### src/rtl/ple_pkg.sv
// Package for the positional list engine: operation and status codes,
// default sizes and the control bundle broadcast to the storage cells.
// No dependencies.
`default_nettype none
package ple_pkg;

	localparam int CAPACITY_DEF   = 256;
	localparam int DATA_WIDTH_DEF = 32;

	localparam logic [2:0] MODE_INSERT = 3'd0;
	localparam logic [2:0] MODE_REMOVE = 3'd1;
	localparam logic [2:0] MODE_READ   = 3'd2;
	localparam logic [2:0] MODE_WRITE  = 3'd3;
	localparam logic [2:0] MODE_FIND   = 3'd4;

	localparam logic [1:0] STAT_OK       = 2'd0;
	localparam logic [1:0] STAT_BADPOS   = 2'd1;
	localparam logic [1:0] STAT_FULL     = 2'd2;
	localparam logic [1:0] STAT_NOTFOUND = 2'd3;

	typedef struct packed {
		logic upd;
		logic ins;
		logic rem;
		logic wr;
		logic fnd;
	} ple_cell_ctl_t;

endpackage
`default_nettype wire

### src/rtl/ple_cell.sv
// One storage cell of the list chain: holds one entry, shifts with its
// neighbors and flags a position or value match. Depends on ple_pkg.
`default_nettype none
module ple_cell #(
	parameter int IDX   = 0,
	parameter int DW    = 32,
	parameter int IW    = 8,
	parameter int CNT_W = 9
) (
	input  wire logic                   clk,
	input  wire ple_pkg::ple_cell_ctl_t ctl,
	input  wire logic [IW-1:0]          pos0,
	input  wire logic [CNT_W-1:0]       count,
	input  wire logic [DW-1:0]          word,
	input  wire logic [DW-1:0]          left,
	input  wire logic [DW-1:0]          right,
	output logic [DW-1:0]               data,
	output logic                        hit
);
	import ple_pkg::*;

	logic [DW-1:0] data_q;
	logic          at_pos;
	logic          past_pos;
	logic          in_list;

	assign at_pos   = (pos0 == IW'(IDX));
	assign past_pos = (pos0 < IW'(IDX));
	assign in_list  = (CNT_W'(IDX) < count);
	assign hit      = ctl.fnd ? (in_list && (data_q == word)) : at_pos;
	assign data     = data_q;

	always_ff @(posedge clk) begin
		if (ctl.upd) begin
			if (ctl.ins) begin
				if (past_pos) begin
					data_q <= left;
				end else if (at_pos) begin
					data_q <= word;
				end
			end else if (ctl.rem) begin
				if (past_pos || at_pos) begin
					data_q <= right;
				end
			end else if (ctl.wr && at_pos) begin
				data_q <= word;
			end
		end
	end

endmodule
`default_nettype wire

### config.mk
export PLATFORM = sky130hd
export DESIGN_NAME = ple_cell
export DESIGN_NICKNAME = d
export VERILOG_FILES = /design/src/rtl/ple_pkg.sv /design/src/rtl/ple_cell.sv
export SDC_FILE = /design/constraint.sdc
export NUM_CORES = 1
export LEC_CHECK = 0
export BUFFER_PORTS_ARGS = -buffer_cell sky130_fd_sc_hd__buf_2
export CAP_MARGIN = 30
export CELL_PAD_IN_SITES_DETAIL_PLACEMENT = 1
export CELL_PAD_IN_SITES_GLOBAL_PLACEMENT = 1
export CORE_MARGIN = 2
export CORE_UTILIZATION = 29
export DETAILED_ROUTE_END_ITERATION = 10
export GPL_TIMING_DRIVEN = 0
export PLACE_DENSITY = 0.87
export SLEW_MARGIN = 20
export SYNTH_ARGS = -nofsm -noshare
export SYNTH_HDL_FRONTEND = slang
export SYNTH_SLANG_ARGS = --single-unit
### constraint.sdc
create_clock -name clk -period 5.9 [get_ports clk]
set_clock_uncertainty 0.05 [all_clocks]
set_input_delay 0.59 -clock clk [delete_from_list [all_inputs] [get_ports clk]]
set_output_delay 0.59 -clock clk [all_outputs]
set_load 0.02 [all_outputs]
==> results of run 1 <==
## path summary, 6_finish.rpt
path / from / to / depth (start not counted)
worst max-delay path: data[23]$_DFFE_PP_ / hit / 6
worst min-delay path: right[4] / data[4]$_DFFE_PP_ / 2
## power by group through the flow
stage	clock network [uW]	registers, uW	logic (uW)
6_report	162	252	72.5
5_1_grt	177	252	80.2
4_1_cts	169	252	74.2
3_5_place_dp	0	257	74.0
3_3_place_gp	0	257	70.2
2_1_floorplan	0	258	33.1
## layout by cell type, fill, tap and decap left out, drive strengths merged
master and n:
buf 123, clkbuf 6, clkinv 3, edfxtp 32
mux2 32, nand2 1, nand3 1, nand4 6
nor2 2, nor2b 1, nor3 2, nor4 7
o22ai 1, o31ai 1, xnor2 17, xor2 15
## cell type report
| class | instances | area, sq um | share of cell area |
|---|---|---|---|
| clock buffers | 5 | 68.82 | 0.02684 |
| flip-flops and latches | 32 | 960.9 | 0.3748 |
| well taps | 75 | 93.84 | 0.03660 |
| plain buffers | 4 | 27.53 | 0.01074 |
| clock inverters | 3 | 13.76 | 0.005368 |
| multi-input cells | 86 | 775.7 | 0.3026 |
| repair buffers | 120 | 623.1 | 0.2430 |
## logic make-up after synthesis
group,after synthesis
xor gates and xnor gates,32
muxes,32
DFF,32
and+or+nand+nor,20
buffers and inverters,4
AOI/OAI and AO/OA,2
## layer usage
layer	up-vias	global-route usage
li1	720	-
met1	695	0.1537
met2	75	0.2959
met3	5	0.04286
met4	0	0.04500
met5	-	0
## Yosys cell counts
cell type | count | area, sq um
nor3_1 | 2 | 10.01
mux2_1 | 2 | 22.52
nand4_1 | 6 | 37.54
nor2_1 | 2 | 7.510
buf_4 | 3 | 22.52
nand2_1 | 1 | 3.750
o31ai_1 | 1 | 7.510
xnor2_1 | 17 | 148.9
o22ai_1 | 1 | 6.260
clkbuf_2 | 1 | 5.000
nor2b_1 | 1 | 6.260
xor2_1 | 15 | 131.4
mux2_2 | 30 | 337.8
edfxtp_1 | 32 | 960.9
nand3_1 | 1 | 5.000
nor4_1 | 7 | 43.79
## per-stage QoR
stage	hold WS [ps]	total power, uW	instances	worst slack (ps)	utilization
CTS	538.4	495.2	325	3328	0.4356
global route	548.0	509.9	325	3144	0.4356
global placement	825.8	327.6	316	2167	0.4156
detailed placement	840.2	331.4	317	3362	0.4216
floorplan	740.9	291.0	122	3113	-
finish	547.0	487.4	325	3386	0.4356
==> results.txt, run 1 <==
Metal1 wirelength -> 1807 um
Switching share of power -> 0.2275
Routed wl met3 -> 452 um
Status -> finished, final reports clean
Synth Net Count -> 241
I/O Pins -> 152
CP max-delay cell -> edfxtp_1
Dpl hpwl -> 4224 um
VDD IR-drop max -> 84.44 uV
Fin crit period -> 2514 ps
Placer Congestion -> 0.6506
Clock share of power -> 0.333
Combinational share of power -> 0.149
Cell count after synthesis -> 122
Post-synthesis sequential area ratio -> 0.5470
Mapped cell area -> 1757 sq um
Final setup viols -> 0
Highest routed metal layer -> met4
Setup TNS -> 0 ps
Crit path max fanout -> 2
Num CTS Buffers -> 5
H-Tree Level Count -> 2
IO buf count -> 119
Antenna Nets Post-Route -> 0
Post-Synth Simple-Gate Area -> 0.06481
Die Span Y -> 81.83 um
Fill count -> 695
Post-CTS Setup Bufs -> 0
Max Clock Freq -> 397.7 MHz
DRC viols -> 0
RSZ-0062 raised after global routing -> false
Seq pwr share -> 0.518
CTS tree -> yes
Largest family of logic cells by synthesized area -> multiplexers
Post-CTS Resized -> 0
Net Switching -> 110.9 uW
Yosys cell types -> 16
Row count -> 28
Die Wd -> 81.83 um
Synth warn -> 0
Syn-to-layout area delta -> 45.94%
Worst Path Required -> 5260 ps
Total GRT Usage -> 0.1515
Met2 wire len -> 2764 um
Synth Area in Adders -> 0
Number of flip-flops in the largest register -> 32
First-pass GRT wire length -> 7334 um
Synth Area in Compound Gates -> 0.007835
Synth Register Bits -> 32
Worst slew margin -> 0.6607
DRT Pass-1 Iters -> 4
Placed inst area -> 2481 sq um
Root Buffer -> clkbuf_8
Syn Area/Cell -> 14.40 sq um
# clock sinks -> 32
CP Launch Type -> register
Die Area -> 6696 sq um
Mux cell area share after synthesis -> 0.2051
Crit path cell chain -> xnor2_1 > nand4_1 > nor4_1 > nand4_1 > o22ai_1 > buf_2
Design area -> 2564 sq um
XOR/XNOR Fraction of Synth Area -> 0.1595
Internal Power -> 376.5 uW
Cell mode on critical path -> nand4_1
Nets -> 368
CP Capture Type -> primary output
Vias in the first global route -> 1535
Initial DRC Count -> 38
Family with the most delay on the worst path -> simple AND/OR/NAND/NOR gates
Arr. time, crit path -> 1870 ps
Diodes inserted -> 0
Slew Viols, Final -> 0
Core ar. -> 5886 sq um
Buf+Inv Stages, Crit Path -> 1
Delay of the slowest critical-path stage -> 420 ps
Largest net degree at the start of global routing -> 19
Static Leakage -> 0.001068 uW
Wirelength per Cell -> 15.61 um
Fin crit share -> 0.4261
Vias/cell -> 4.600
PD cells -> 190.1 nW/um^2
GR Overflow Total -> 0
Total of max-cap violations -> 0
Clk slew on worst S/H paths -> 70 ps
HP Class -> primary input to register
Initial core utilization -> 0.2985
Final Hold Fails -> 0
Routed wire length -> 5073 um
Maximum buffer depth of the clock tree -> 2
Critical path class -> register to primary output
Hold buffer count at cts -> 0
Worst-margin pin slew -> 507.7 ps
Initial antenna violation count -> 0
Vias post-DR -> 1495
Layout cell share with drive strength beyond 1 -> 0.6480
No activity file was read; power rests on OpenSTA's default activity.
==> run 2, diff against run 1 <==
ABC_AREA = 1   (was unset)
CORE_UTILIZATION = 24   (was 29)
PLACE_DENSITY = 0.8   (was 0.87)
clock period = 2.2 ns   (was 5.9 ns; I/O delays follow)
==> run 2 against run 1 <==
  * Core utilization is 8.6 points lower
  * Final cell count is 50% higher
  * Area after synthesis increased by 14%
  * Combinational power rose to 2.9 times the previous value
  * Non-clock buffer count increased by 2
==> results.txt, run 2 <==
Initial DRC Count -> 58 (+53%)
Total GRT Usage -> 0.1446 (-0.006915)
Row count -> 33 (+18%)
First-pass GRT wire length -> 10020 um (+37%)
Final Hold Fails -> 0 (unchanged)
Die Span Y -> 95.33 um (+16%)
Hold buffer count at cts -> 0 (unchanged)
Asr flop ratio synth -> 0 (unchanged)
Post-CTS Resized -> 0 (unchanged)
Fill count -> 1051 (+51%)
RSZ-0062 raised after global routing -> false
Most common cell after layout, fill and taps aside -> buf_2
Wirelength per Cell -> 13.36 um (-14%)
Yosys cell types -> 19 (+3)
DRT Pass-1 Iters -> 4 (unchanged)
Design area -> 2846 sq um (+11%)
GR Overflow Total -> 0 (unchanged)
Syn-to-layout area delta -> 42.19%
Crit path max fanout -> 3 (+1)
Post-CTS Setup Bufs -> 0 (unchanged)
Vias post-DR -> 2101 (+41%)
Diodes inserted -> 0 (unchanged)
Num CTS Buffers -> 5 (unchanged)
Max Clock Freq -> 549.0 MHz
I/O Pins -> 152 (unchanged)
Clk slew on worst S/H paths -> 70 ps (about the same)
CTS tree -> yes
VDD IR-drop max -> 219.8 uV (+160%)
# clock sinks -> 32 (unchanged)
Mapped cell area -> 2002 sq um (+14%)
Fin crit period -> 1821 ps
H-Tree Level Count -> 2 (unchanged)
Number of flops mapped to enable cells by yosys -> 32 (unchanged)
Total of max-cap violations -> 0 (unchanged)
Root Buffer -> clkbuf_8
Initial antenna violation count -> 0 (unchanged)
Commonest cells post-synth -> nand2_1, inv_1, nor2_1, edfxtp_1, a21oi_1
Slew Viols, Final -> 0 (unchanged)
CP Capture Type -> primary output
Delay of the slowest critical-path stage -> 420 ps (about the same)
Routed wire length -> 6535 um (+29%)
Worst slew margin -> 0.7251 (+0.06442)
Synth warn -> 0 (unchanged)
Most frequent cells in the layout -> buf_2, nand2_1, inv_1
Fin crit share -> 0.8279
CP max-delay cell -> edfxtp_1
Worst Path Required -> 1930 ps (-3330 ps)
CP Launch Type -> register
Final setup viols -> 0 (unchanged)
Core ar. -> 8134 sq um (+38%)
Post-synth top area share -> 0.4800 (-0.06701)
Post-synthesis sequential area ratio -> 0.4800 (-0.06701)
Critical path class -> register to primary output
Worst-margin pin slew -> 411.3 ps (-96.40 ps)
Cell count after synthesis -> 256 (+110%)
Worst Hold Depth -> 2 (unchanged)
Arr. time, crit path -> 1550 ps (-320 ps)
Die Wd -> 95.33 um (+16%)
Layout cell share with drive strength beyond 1 -> 0.3724 (-0.2756)
Worst hold slack -> 193.2 ps (-353.8 ps)
Static Leakage -> 0.001465 uW (+37%)
Top-count cell post-synth -> nand2_1
Die Area -> 9088 sq um (+36%)
Placer Congestion -> 0.6936 (+6.6%)
HP Class -> primary input to register
Nets -> 502 (+36%)
DRC viols -> 0 (unchanged)
Antenna Nets Post-Route -> 0 (unchanged)
Number of flip-flops in the largest register -> 32 (unchanged)
Register area -> 960.9 sq um (unchanged)
Multi-input logic area -> 813.3 sq um (+4.8%)
Largest net degree at the start of global routing -> 23 (+4)
Crit path cell chain -> nand2_1 > nand2_1 > nor2_1 > nand3_1 > nor2_1 > nand3_1 > nand2_1 > buf_2
IO buf count -> 119 (unchanged)
Leading post-synthesis cells by cell area -> edfxtp_1, nand2_1, inv_1, nor2_1, a21oi_1
Synth Net Count -> 375 (+56%)
Initial core utilization -> 0.2461 (-0.05235)
Maximum buffer depth of the clock tree -> 2 (unchanged)
Synth Register Bits -> 32 (unchanged)
Dpl hpwl -> 5350 um (+27%)
Cell mode on critical path -> nand2_1
Vias in the first global route -> 2166 (+41%)
Placed inst area -> 2764 sq um (+11%)
Syn Area/Cell -> 7.820 sq um (-46%)
Status -> finished, final reports clean
Area leader, netlist -> edfxtp_1
Prevailing post-synth register cell -> edfxtp_1
Vias/cell -> 4.297 (-6.6%)
PD cells -> 466.5 nW/um^2 (+150%)
-- run 2: critical path: cells and delay by family (launching register included) --
family | cells | cell delay [ps]
simple gates | 7 | 700
flops | 1 | 420
buf+inv | 1 | 160
-- run 2: path summary, 6_finish.rpt --
path / endpoint / startpoint / slack [ps]
setup / recovery: hit / data[26]$_DFFE_PP_ / 380
hold / removal: data[31]$_DFFE_PP_ / right[31] / 190
-- run 2: cell type report --
| cell class | count | share of cell area |
|---|---|---|
| Sequential cell | 32 | 0.3376 |
| Timing Repair Buffer | 120 | 0.2189 |
| Inverter | 48 | 0.06330 |
| Clock buffer | 5 | 0.02418 |
| Multi-Input combinational cell | 170 | 0.2857 |
| Tap cell | 105 | 0.04615 |
| Clock inverter | 3 | 0.004835 |
| Buffer | 6 | 0.01934 |
-- run 2: cells by family after synthesis --
logic type | synth area share
compound gates | 0.08751
mux | 0.04500
xor+xnor | 0.03500
buf+inv | 0.1175
flops | 0.4800
simple gates | 0.2350
-- run 2: where the power goes --
group	internal (uW)	leakage [uW]	switching, uW	total, uW
combinational	109	0.00113	105	213
sequential	677	0.000293	0.772	677
clock	215	0.0000453	222	437
-- run 2: routing by layer --
layer,GRT usage,share of wire
met1,0.1668,0.41
met2,0.2670,0.51
met3,0.03399,0.069
met4,0.03623,0.0089
met5,0,0
-- run 2: per-stage QoR --
step / instances / TNS (ps) / setup slack (ps) / total power (uW) / utilization
6_report: 489 / 0 / 378.6 / 1328 / 0.3499
3_5_place_dp: 481 / 0 / 387.7 / 909.3 / 0.3398
2_1_floorplan: 256 / 0 / 327.8 / 794.1 / -
5_1_grt: 489 / 0 / 187.7 / 1409 / 0.3499
3_3_place_gp: 480 / -11320 / -355.0 / 899.1 / 0.3358
4_1_cts: 489 / 0 / 343.2 / 1366 / 0.3499
==> run 3, diff against run 2 <==
CORE_UTILIZATION = 26   (was 24)
PLACE_DENSITY = 0.82   (was 0.8)
clock period = 1.8 ns   (was 2.2 ns; I/O delays follow)
==> run 3 against run 2 <==
  * Power is 35% higher
  * Sequential share of layout area is 0.34 points lower
  * Die area is 7.4% lower
  * Critical path type unchanged
  * Critical endpoint unchanged
  * Largest power group unchanged
==> results.txt, run 3 (synthesis gave the netlist of run 2 again) <==
Status -> finished, final reports clean
First-pass GRT wire length -> 10320 um (+3.0%)
Root Buffer -> clkbuf_8
Cell Count Post-Placement -> 475 (-1.2%)
Die Span Y -> 91.75 um (-3.8%)
Diodes inserted -> 0 (unchanged)
Crit path from -> data[23]$_DFFE_PP_
DRT Pass-1 Iters -> 4 (unchanged)
Layout cell share with drive strength beyond 1 -> 0.3802 (+0.007813)
DRC viols -> 0 (unchanged)
Antenna Nets Post-Route -> 0 (unchanged)
HP Class -> primary input to register
Fin cells -> 483 (-1.2%)
Placer Congestion -> 0.7426 (+7.1%)
Die Area -> 8417 sq um (-7.4%)
Dpl hpwl -> 5373 um (+0.44%)
Vias/cell -> 4.360 (+1.5%)
Total of max-cap violations -> 0 (unchanged)
Maximum buffer depth of the clock tree -> 2 (unchanged)
CP Launch Type -> register
Worst Path Required -> 1570 ps (-360 ps)
Initial core utilization -> 0.2716 (+0.02553)
Largest net degree at the start of global routing -> 18 (-22%)
VDD IR-drop max -> 292.2 uV (+33%)
GR Overflow Total -> 0 (unchanged)
IO buf count -> 119 (unchanged)
Crit path max fanout -> 3 (unchanged)
Initial antenna violation count -> 0 (unchanged)
Fin crit share -> 0.9567
Worst slew margin -> 0.5739 (-0.1513)
CP Capture Type -> primary output
Num CTS Buffers -> 5 (unchanged)
Total GRT Usage -> 0.1552 (+0.01065)
Wirelength per Cell -> 13.53 um (+1.2%)
Setup TNS -> 0 ps (unchanged)
Row count -> 31 (-6.1%)
Worst Min Path Start -> right[31]
Post-CTS Setup Bufs -> 0 (unchanged)
Initial DRC Count -> 39 (-33%)
Slew Viols, Final -> 0 (unchanged)
Worst Hold Depth -> 2 (unchanged)
Syn-to-layout area delta -> 43.63%
Total power -> 1797 uW (+35%)
Final setup viols -> 0 (unchanged)
Worst-margin pin slew -> 637.7 ps (+226.4 ps)
Final Core Density -> 0.3902 (+0.04021)
Vias post-DR -> 2106 (+0.24%)
Most common cell after layout, fill and taps aside -> buf_2
Clk slew on worst S/H paths -> 70 ps (about the same)
PD cells -> 625.0 nW/um^2 (+34%)
Final Hold Fails -> 0 (unchanged)
Nets -> 502 (unchanged)
Routed wire length -> 6534 um (about the same)
CTS tree -> yes
Fin crit period -> 1722 ps
Critical path class -> register to primary output
RSZ-0062 raised after global routing -> true
Most frequent cells in the layout -> buf_2, nand2_1, inv_1
Core ar. -> 7370 sq um (-9.4%)
Vias in the first global route -> 2210 (+2.0%)
Number of flip-flops in the largest register -> 32 (unchanged)
# clock sinks -> 32 (unchanged)
I/O Pins -> 152 (unchanged)
Max Clock Freq -> 580.7 MHz
Arr. time, crit path -> 1490 ps (-60 ps)
Static Leakage -> 0.001474 uW (+0.57%)
Die Wd -> 91.75 um (-3.8%)
H-Tree Level Count -> 2 (unchanged)
## run 3: cell type report
class | count | area, sq um
Clock buffer | 5 | 68.82
Buffer | 6 | 55.05
Multi-Input combinational cell | 170 | 818.3
Inverter | 48 | 180.2
Fill cell | 971 | 4494
Timing Repair Buffer | 120 | 625.6
Tap cell | 99 | 123.9
Sequential cell | 32 | 960.9
Clock inverter | 3 | 42.54
## run 3: power breakdown
group          internal (uW)  switching (uW)
Clock                    410             299
Sequential               827           0.974
Combinational            133             128
## run 3: per-layer routing
layer,track usage,vias up,share of wire
met5,0,-,0
met3,0.03944,6,0.061
met4,0.02985,0,0.0075
li1,-,1056,-
met1,0.1708,976,0.39
met2,0.2996,68,0.54
## run 3: final timing paths
path	endpoint	slack, ps
worst max-delay path	hit	80
worst min-delay path	data[31]$_DFFE_PP_	140
## run 3: repair_timing
item	in CTS	in global routing
hold buffers	0	0
endpoints found under the setup margin	0	1
gates resized for setup	0	3
## run 3: metrics by stage
stage	hold slack (ps)	area, sq um	setup WS, ps
final	143.9	2875	78.02
after global routing	145.4	2875	-77.13
after CTS	134.1	2868	15.36
after detailed placement	437.9	2756	-43.03
after global placement	430.9	2729	-154.2
after floorplan	349.8	2009	296.4
## run 3: critical path, cell delays in order (launching register included)
cell and delay (ps):
edfxtp_1 410, nand2_1 80, o21ai_0 80, nor2_1 90, nand3_1 110, nor2_2 140, nand3_1 90, nand2_1 60
buf_4 130
